File: src/hdl/lar_pkg.sv
// ---------------------------------------------------------------------------
// lar_pkg
// Shared types and codes for the LED animation record parser.
// ---------------------------------------------------------------------------
`default_nettype none

package lar_pkg;

   // result kind codes
   localparam logic [1:0] KIND_TITLE     = 2'd0;
   localparam logic [1:0] KIND_PIXEL     = 2'd1;
   localparam logic [1:0] KIND_EMPTY     = 2'd2;
   localparam logic [1:0] KIND_NO_FRAMES = 2'd3;

   // coordinate byte nibble masks
   localparam logic [7:0] X_MASK = 8'hf0;
   localparam logic [7:0] Y_MASK = 8'h0f;

   // one decoded result
   typedef struct packed {
      logic [1:0] kind;
      logic [7:0] title_char;
      logic [7:0] frame_index;
      logic [3:0] pixel_x;
      logic [3:0] pixel_y;
      logic [7:0] red;
      logic [7:0] green;
      logic [7:0] blue;
      logic       frame_done;
      logic       animation_done;
   } lar_result_type;

endpackage

`default_nettype wire

File: src/hdl/led_animation_record_parser.sv
// ---------------------------------------------------------------------------
// led_animation_record_parser
// Byte-stream parser for LED animation records: emits title characters,
// decoded pixels and frame / animation end marks.
// ---------------------------------------------------------------------------
//  channel   direction  handshake           payload
//  req_      in         req_valid/req_stall data_byte, record_start
//  rsp_      out        rsp_valid/rsp_stall kind .. animation_done
//
//  One byte per cycle sustained while no result is held under rsp_stall;
//  a byte sits in the input register, is decoded and its result lands in
//  the output register, from which the result is valid.
//  A held result under rsp_stall blocks decoding; req_stall rises only
//  when the input register is full and cannot move on.
//  Reset (synchronous) empties both registers and idles the parser.
// ---------------------------------------------------------------------------
`default_nettype none

module led_animation_record_parser (
   input  wire        clock,
   input  wire        reset,
   input  wire        req_valid,
   output logic       req_stall,
   input  wire  [7:0] req_data_byte,
   input  wire        req_record_start,
   output logic       rsp_valid,
   input  wire        rsp_stall,
   output logic [1:0] rsp_kind,
   output logic [7:0] rsp_title_char,
   output logic [7:0] rsp_frame_index,
   output logic [3:0] rsp_pixel_x,
   output logic [3:0] rsp_pixel_y,
   output logic [7:0] rsp_red,
   output logic [7:0] rsp_green,
   output logic [7:0] rsp_blue,
   output logic       rsp_frame_done,
   output logic       rsp_animation_done
);
   import lar_pkg::*;

   logic           in_valid_ff;
   logic [7:0]     in_byte_ff;
   logic           in_start_ff;
   logic           out_valid_ff;
   lar_result_type out_ff;
   lar_result_type res;
   logic           res_valid;
   logic           out_free;
   logic           step;
   logic           req_take;

   assign out_free  = !out_valid_ff || !rsp_stall;
   assign step      = in_valid_ff && out_free;
   assign req_stall = in_valid_ff && !out_free;
   assign req_take  = req_valid && !req_stall;

   lar_decoder u_decoder (
      .clock        (clock),
      .reset        (reset),
      .step         (step),
      .data_byte    (in_byte_ff),
      .record_start (in_start_ff),
      .res_valid    (res_valid),
      .res          (res)
   );

   // input register
   always_ff @(posedge clock) begin
      if (reset) begin
         in_valid_ff <= 1'b0;
      end else if (req_take) begin
         in_valid_ff <= 1'b1;
      end else if (step) begin
         in_valid_ff <= 1'b0;
      end
   end

   always_ff @(posedge clock) begin
      if (req_take) begin
         in_byte_ff  <= req_data_byte;
         in_start_ff <= req_record_start;
      end
   end

   // result register
   always_ff @(posedge clock) begin
      if (reset) begin
         out_valid_ff <= 1'b0;
      end else if (out_free) begin
         out_valid_ff <= step && res_valid;
      end
   end

   always_ff @(posedge clock) begin
      if (step && res_valid) begin
         out_ff <= res;
      end
   end

   assign rsp_valid          = out_valid_ff;
   assign rsp_kind           = out_ff.kind;
   assign rsp_title_char     = out_ff.title_char;
   assign rsp_frame_index    = out_ff.frame_index;
   assign rsp_pixel_x        = out_ff.pixel_x;
   assign rsp_pixel_y        = out_ff.pixel_y;
   assign rsp_red            = out_ff.red;
   assign rsp_green          = out_ff.green;
   assign rsp_blue           = out_ff.blue;
   assign rsp_frame_done     = out_ff.frame_done;
   assign rsp_animation_done = out_ff.animation_done;

endmodule

`default_nettype wire

File: src/hdl/lar_decoder.sv
// ---------------------------------------------------------------------------
// lar_decoder
// Record state machine: consumes one byte per step and forms the result
// that the byte causes, if any.
// ---------------------------------------------------------------------------
`default_nettype none

module lar_decoder (
   input  wire                     clock,
   input  wire                     reset,
   input  wire                     step,
   input  wire [7:0]               data_byte,
   input  wire                     record_start,
   output logic                    res_valid,
   output lar_pkg::lar_result_type res
);
   import lar_pkg::*;

   typedef enum logic [3:0] {
      PH_IDLE,
      PH_TITLE,
      PH_FRAMES,
      PH_COUNT_HI,
      PH_COUNT_LO,
      PH_COORD,
      PH_RED,
      PH_GREEN,
      PH_BLUE
   } phase_type;

   phase_type   phase_ff, phase_in;
   logic [7:0]  title_left_ff, title_left_in;
   logic [7:0]  frames_left_ff, frames_left_in;
   logic [7:0]  current_frame_ff, current_frame_in;
   logic [15:0] pixels_left_ff, pixels_left_in;
   logic [7:0]  count_high_ff, count_high_in;
   logic [7:0]  coords_ff, coords_in;
   logic [7:0]  red_ff, red_in;
   logic [7:0]  green_ff, green_in;

   logic [7:0]  title_dec;
   logic [7:0]  frames_dec;
   logic [7:0]  frame_inc;
   logic [15:0] pixels_dec;
   logic [15:0] pixel_count;

   assign title_dec   = title_left_ff - 8'd1;
   assign frames_dec  = frames_left_ff - 8'd1;
   assign frame_inc   = current_frame_ff + 8'd1;
   assign pixels_dec  = pixels_left_ff - 16'd1;
   assign pixel_count = {count_high_ff, data_byte};

   // next state and result for the byte at hand
   always_comb begin
      phase_in         = phase_ff;
      title_left_in    = title_left_ff;
      frames_left_in   = frames_left_ff;
      current_frame_in = current_frame_ff;
      pixels_left_in   = pixels_left_ff;
      count_high_in    = count_high_ff;
      coords_in        = coords_ff;
      red_in           = red_ff;
      green_in         = green_ff;
      res_valid        = 1'b0;
      res              = '0;

      if (record_start) begin
         // restart: byte is the title length
         title_left_in    = data_byte;
         frames_left_in   = '0;
         current_frame_in = '0;
         pixels_left_in   = '0;
         phase_in         = (data_byte == 8'd0) ? PH_FRAMES : PH_TITLE;
      end else begin
         case (phase_ff)
            PH_TITLE: begin
               res_valid      = 1'b1;
               res.kind       = KIND_TITLE;
               res.title_char = data_byte;
               title_left_in  = title_dec;
               if (title_dec == 8'd0) begin
                  phase_in = PH_FRAMES;
               end
            end
            PH_FRAMES: begin
               frames_left_in   = data_byte;
               current_frame_in = '0;
               if (data_byte == 8'd0) begin
                  res_valid          = 1'b1;
                  res.kind           = KIND_NO_FRAMES;
                  res.animation_done = 1'b1;
                  phase_in           = PH_IDLE;
               end else begin
                  phase_in = PH_COUNT_HI;
               end
            end
            PH_COUNT_HI: begin
               count_high_in = data_byte;
               phase_in      = PH_COUNT_LO;
            end
            PH_COUNT_LO: begin
               pixels_left_in = pixel_count;
               if (pixel_count == 16'd0) begin
                  // empty frame closes at once
                  res_valid          = 1'b1;
                  res.kind           = KIND_EMPTY;
                  res.frame_index    = current_frame_ff;
                  res.frame_done     = 1'b1;
                  res.animation_done = (frames_dec == 8'd0);
                  frames_left_in     = frames_dec;
                  current_frame_in   = frame_inc;
                  phase_in           = (frames_dec == 8'd0) ? PH_IDLE : PH_COUNT_HI;
               end else begin
                  phase_in = PH_COORD;
               end
            end
            PH_COORD: begin
               coords_in = data_byte;
               phase_in  = PH_RED;
            end
            PH_RED: begin
               red_in   = data_byte;
               phase_in = PH_GREEN;
            end
            PH_GREEN: begin
               green_in = data_byte;
               phase_in = PH_BLUE;
            end
            PH_BLUE: begin
               res_valid       = 1'b1;
               res.kind        = KIND_PIXEL;
               res.frame_index = current_frame_ff;
               res.pixel_x     = 4'((coords_ff & X_MASK) >> 4);
               res.pixel_y     = 4'(coords_ff & Y_MASK);
               res.red         = red_ff;
               res.green       = green_ff;
               res.blue        = data_byte;
               pixels_left_in  = pixels_dec;
               if (pixels_dec == 16'd0) begin
                  // last pixel of the frame
                  res.frame_done     = 1'b1;
                  res.animation_done = (frames_dec == 8'd0);
                  frames_left_in     = frames_dec;
                  current_frame_in   = frame_inc;
                  phase_in           = (frames_dec == 8'd0) ? PH_IDLE : PH_COUNT_HI;
               end else begin
                  phase_in = PH_COORD;
               end
            end
            default: begin
               phase_in = PH_IDLE;
            end
         endcase
      end
   end

   // parser state
   always_ff @(posedge clock) begin
      if (reset) begin
         phase_ff         <= PH_IDLE;
         title_left_ff    <= '0;
         frames_left_ff   <= '0;
         current_frame_ff <= '0;
         pixels_left_ff   <= '0;
         count_high_ff    <= '0;
      end else if (step) begin
         phase_ff         <= phase_in;
         title_left_ff    <= title_left_in;
         frames_left_ff   <= frames_left_in;
         current_frame_ff <= current_frame_in;
         pixels_left_ff   <= pixels_left_in;
         count_high_ff    <= count_high_in;
      end
   end

   // held pixel bytes
   always_ff @(posedge clock) begin
      if (step) begin
         coords_ff <= coords_in;
         red_ff    <= red_in;
         green_ff  <= green_in;
      end
   end

endmodule

`default_nettype wire

File: config.mk
export PLATFORM = sky130hd
export DESIGN_NAME = led_animation_record_parser
export DESIGN_NICKNAME = d
export VERILOG_FILES = /design/src/hdl/lar_pkg.sv /design/src/hdl/led_animation_record_parser.sv /design/src/hdl/lar_decoder.sv
export SDC_FILE = /design/constraint.sdc
export NUM_CORES = 1
export LEC_CHECK = 0
export ABC_AREA = 1
export BUFFER_PORTS_ARGS = -buffer_cell sky130_fd_sc_hd__buf_4
export CAP_MARGIN = 20
export CORE_MARGIN = 2
export CORE_UTILIZATION = 40
export CTS_CLUSTER_DIAMETER = 150
export DETAILED_ROUTE_END_ITERATION = 8
export PLACE_DENSITY = 0.69
export SYNTH_ARGS = -nofsm -noshare
export SYNTH_HDL_FRONTEND = slang
export SYNTH_SLANG_ARGS = --single-unit
File: constraint.sdc
create_clock -name clock -period 7.95 [get_ports clock]
set_clock_uncertainty 0.2 [all_clocks]
set_input_delay 0.795 -clock clock [delete_from_list [all_inputs] [get_ports clock]]
set_output_delay 0.795 -clock clock [all_outputs]
set_load 0.01 [all_outputs]
After elaboration in Yosys (flattened, before gate mapping). Cells that the tools add are included.

Memory bits (read-only): 0. Logic and storage cells: 105. Output and inout port bits: 54. Bits in registers: 139. RAM bits: 0. Bits in latches: 0. Memories kept: 0.

Muxes and demuxes: 35. $mul: 0. Reduce and logical (&&, ||, !) cells: 29. Equal/unequal tests: 11. Shifts and indexed selects: 0. Bitwise operators: 3. Magnitude comparators: 0. Add/sub/neg operators: 4. Divide/modulo/power cells: 0.

Operators with widths (count): 8-bit two-way mux (9); 8-bit case mux with 3 select lines (2); 16-bit logical NOT (2); 16-bit case mux with 2 select lines (1); 4-bit case mux with 8 select lines (1); 8-bit logical NOT (3); 4-bit by 3-bit equality test with 1-bit output (second input constant) (4); 16-bit two-way mux (1); 4-bit two-way mux (4); 8-bit case mux with 2 select lines (1); 16-bit by 1-bit subtractor with 16-bit output (second input constant) (1); 8-bit by 1-bit subtractor with 8-bit output (second input constant) (2); 2-bit two-way mux (7); 3-bit AND reduction (4); 3-bit by 2-bit != test with 1-bit output (second input constant) (3); 8-bit by 1-bit adder with 8-bit output (second input constant) (1); 4-bit by 2-bit equality test with 1-bit output (second input constant) (2); 1-bit case mux with 3 select lines (2); 2-bit case mux with 3 select lines (1); 2-bit AND reduction (3); 2-bit OR reduction (3); 1-bit two-way mux (5); 4-bit by 1-bit equality test with 1-bit output (second input constant) (1); 4-bit equality test (second input constant) (1); other kinds (9) (18).

Logic depth before layout (Yosys ltp).
Depth after elaboration: 7. Depth in mapped cells: 17. Mapped depth without buffers: 16.

By module. Synthesis repeated with hierarchy kept, for this count alone.

Cells, all modules: 740. Area, all modules: 6433.7 µm².

Modules (own cells, without submodules): lar_decoder (area each 4498.1 µm², times used 1, cells an instance 661, seq. area each 1761.7 µm²); led_animation_record_parser (area each 1935.6 µm², times used 1, cells an instance 79, seq. area each 1871.8 µm²).

Least setup slack after synthesis. OpenSTA, ideal clock, no wires.

Path type: input to register. Start: input rsp_stall. End: register out_ff (netlist bit rsp_animation_done), enable pin. Path slack: 4.897 ns. Arrival time: 2.446 ns. Library setup time: 0.406 ns. Stages on the path: 7. Cells stage by stage: nand2_1 > inv_1 > nor2_1 > inv_1 > nor2_1 > nand2_1 > inv_1.

Cells in the longest elaborated chain, start to end: 4.

RTL lines: start: declaration (line led_animation_record_parser.sv:27) `input wire rsp_stall,`; 1-bit logical NOT (line led_animation_record_parser.sv:52) `assign out_free = !out_valid_ff || !rsp_stall;`; 1-bit logical OR (line led_animation_record_parser.sv:52); 1-bit logical AND (line led_animation_record_parser.sv:53) `assign step = in_valid_ff && out_free;`; 1-bit logical AND (line led_animation_record_parser.sv:95) `if (step && res_valid) begin`; end signal: assignment (line led_animation_record_parser.sv:96) `out_ff <= res;`; end: declaration (line led_animation_record_parser.sv:45) `lar_result_type out_ff;`.

No other way between the ends. A chain may end at the register's enable or synchronous reset.

Worst setup path after layout.
Start: register in_start_ff. End: register u_decoder.pixels_left_ff[0].

Cells in the longest elaborated chain, start to end: 2.

RTL lines: start: declaration (line led_animation_record_parser.sv:43) `logic in_start_ff;`; start signal: assignment (line led_animation_record_parser.sv:81) `in_start_ff <= req_record_start;`; 3-bit nonzero test (no source line); 2-bit AND reduction (no source line); end signal: assignment (line lar_decoder.sv:171) `pixels_left_ff <= pixels_left_in;`; end: declaration (line lar_decoder.sv:35) `logic [15:0] pixels_left_ff, pixels_left_in;`.

Parallel ways exist; a longest one is shown, timed or not.

==> reports/metrics.csv <==
metric,value,unit
status,completed,
1st-iter DRT viols,530,
Final period util,42.3,%
class of the worst hold path,reg -> reg,
Detailed Place HPWL,9.81,mm
Slew @ Worst Pin,996,ps
"EDFF count, synth",85,
Die Y-Extent,131,µm
Clk Tree Root Cell,clkbuf_16,
reg2reg start,in_start_ff,
IO Port Bufs,66,
Hold Path Depth,2,
Max IR drop VDD,0.151,mV
post-CTS resize count,0,
Max-Slew Margin vs Limit,33.5,%
Worst Hold Path EP,u_decoder.frames_left_ff[7],
largest net degree at the start of global routing,53,
cts hold-fix bufs,0,
area growth from synthesis to layout,20.5,%
vias in the first global route,4633,
site row count,46,
Worst Path Max Fanout,24,
Starting Density,40.8,%
routed vias,4935,
"non-filler cells, final",1011,
CP endpoint kind,register,
Metal-1 WL,6.67,mm
most frequent cells after synthesis,"103 x inv_1, 103 x nand2_1, 101 x nor2_1",
final hold viol count,0,
WL per Instance,14.4,µm
DRC,0,
min-delay src,u_decoder.frames_left_ff[7],
Power Density,229,nW/µm²
DP Cell Count,978,
Synth area leaders,"edfxtp_1 40%, dfxtp_1 17%, inv_1 6.0%, nand2_1 6.0%, nor2_1 5.9%",
top sig layer,met4,
detailed-route wire length,14.5,mm
CTS tree,built,
Bufs on Longest Clock Path,2,
H-Tree Depth,4,
max-cap violations,0,
Seq cells post-synth,139,
Synth area leader,edfxtp_1,
CTS clock-pin slew for the worst setup and hold paths,60,ps
fillcell total,1483,
initial antenna violation count,0,
CP arrival,3460,ps
Syn Inst Count,716,
I/O Pins,67,
crit path time final,3370,ps
syn_nets,736,
Fin Setup TNS,0,ps
Ys Warns,0,
"Clk Latency, worst-skew pair",430,ps
post-synthesis cell type count,38,
postcts setup bufs,0,
worst reg-to-reg setup slack,4580,ps
Worst EP required,8040,ps
"worst slack, placed",4590,ps
Lkg Pwr,3.06,nW
synthesized area,6430,µm²
Antenna Nets Post-Route,0,
Critical Setup Path Class,reg -> reg,
number of iterations in the first detailed-routing pass,8,
R2R depth,5,
mean post-synth cell area,8.98,µm²
TritonCTS Buffers,17,
ys flop type,edfxtp_1,
"Seq/Total Area, Yosys",56.5,%
RSZ-0062 raised after global routing,false,
clock sink count,139,
Overflow after GRT,0,
area share of the largest cell type after synthesis,39.7,%
WL met3,811,µm
Finish-stage setup viols,0,
DR vias/cell,4.88,
die width,131,µm
routability cong.,0.895,
crit path launch type,register,
Nets,802,
f_max,297,MHz
Final WS setup,4580,ps
Max Slew Vio Count,0,
first-pass GRT wire length,23.3,mm
met2 wire len,6.78,mm
core box area,15800,µm²
n_diodes,0,
die area,17100,µm²
ys async rst share,0,%
share of cells above drive strength 1,16.9,%
Tot GR Track Use,18.0,%
reg2reg end,u_decoder.pixels_left_ff[0],
[area by class of cell]
class                      count  area, µm²  area share, %
sequential                   139       3630           46.9
multi-input combinational    448       2290           29.5
timing repair buffer          69        531           6.85
clock buffer                  18        429           5.54
inverter                     107        402           5.19
tap                          216        270           3.49
clock inverter                14        193           2.49
[flip-flops by register name, indices dropped and copies added, names as in the netlist, 2 cells and up]
| register | count |
|---|---|
| in_byte_ff | 8 |
| u_decoder.pixels_left_ff | 16 |
| rsp_pixel_x | 4 |
| u_decoder.phase_ff | 4 |
| u_decoder.current_frame_ff | 8 |
| rsp_red | 8 |
| u_decoder.coords_ff | 8 |
| u_decoder.frames_left_ff | 8 |
| u_decoder.green_ff | 8 |
| u_decoder.count_high_ff | 8 |
| u_decoder.red_ff | 8 |
| rsp_frame_index | 8 |
| rsp_title_char | 8 |
| u_decoder.title_left_ff | 8 |
| rsp_green | 8 |
| rsp_blue | 8 |
| rsp_pixel_y | 4 |
| rsp_kind | 2 |
[critical path: stages, from the launching register on]
cell and delay, ps:
edfxtp_1 900, clkinv_1 730, nand2_1 530, nand2_1 470, o21ai_0 330, a21oi_1 60
[through the flow]
step / cell area [µm²] / hold WS (ps) / util (%) / total power [W]
floorplan: 6430 / 241 / - / 0.000917
global placement: 7100 / 258 / 45.0 / 0.000952
detailed placement: 7100 / 268 / 45.0 / 0.000953
CTS: 7720 / 278 / 49.0 / 0.00179
global route: 7740 / 305 / 49.1 / 0.00184
finish: 7740 / 276 / 49.1 / 0.00178
[per-layer routing]
metal	GRT usage, %	vias to the layer above
met4	6.95	0
met5	0	-
met2	28.7	140
li1	-	2498
met1	23.6	2278
met3	4.52	19
[power breakdown]
group          switching [W]  leakage [nW]  internal (W)  total, W
Sequential         0.0000159          1.16      0.000777  0.000793
Clock               0.000311         0.295      0.000526  0.000836
Combinational      0.0000947          1.60     0.0000534  0.000148
[worst max path at each step]
stage	to	slack, ps	startpoint
3_5_place_dp	rsp_red[6]	4590	rsp_stall
6_report	u_decoder.pixels_left_ff[0]	4580	in_start_ff
5_1_grt	u_decoder.pixels_left_ff[2]	4340	in_start_ff
2_1_floorplan	rsp_animation_done	4900	rsp_stall
3_3_place_gp	rsp_title_char[7]	4610	rsp_stall
4_1_cts	rsp_blue[0]	4660	in_byte_ff[7]
[logic make-up after synthesis]
logic type	Yosys count	synth area share [%]
AOI/OAI and AO/OA	141	11.7
xor gates and xnor gates	17	2.32
adders and majority gates	7	1.36
buffers and inverters	129	7.92
DFF	139	56.5
and+or+nand+nor	283	20.2
[placed cells by master, fill, tap and decap left out, types with 2 or more instances in the layout]
master	netlist	layout
buf_4	0	68
nor4_1	2	2
dfxtp_1	54	54
xor2_1	11	11
clkinvlp_4	0	2
nand3b_1	6	6
o21ai_1	22	22
nor2_2	12	12
xnor2_1	6	6
inv_2	2	3
clkinv_4	0	2
clkbuf_16	0	17
nand2_1	103	103
ha_1	7	7
nand4_1	10	10
o22ai_1	8	8
nor2_4	4	4
a31oi_1	4	4
o21ai_0	30	30
edfxtp_1	85	85
a21oi_1	69	69
clkinv_1	2	3
nand2_4	2	2
inv_1	103	102
nand3_1	14	14
a211oi_1	2	2
bufinv_16	0	4
nor2_1	101	101
nor3_1	16	16
inv_6	0	3
nand2_2	8	8
a221oi_1	2	2
No activity file was read; power rests on OpenSTA's default activity.
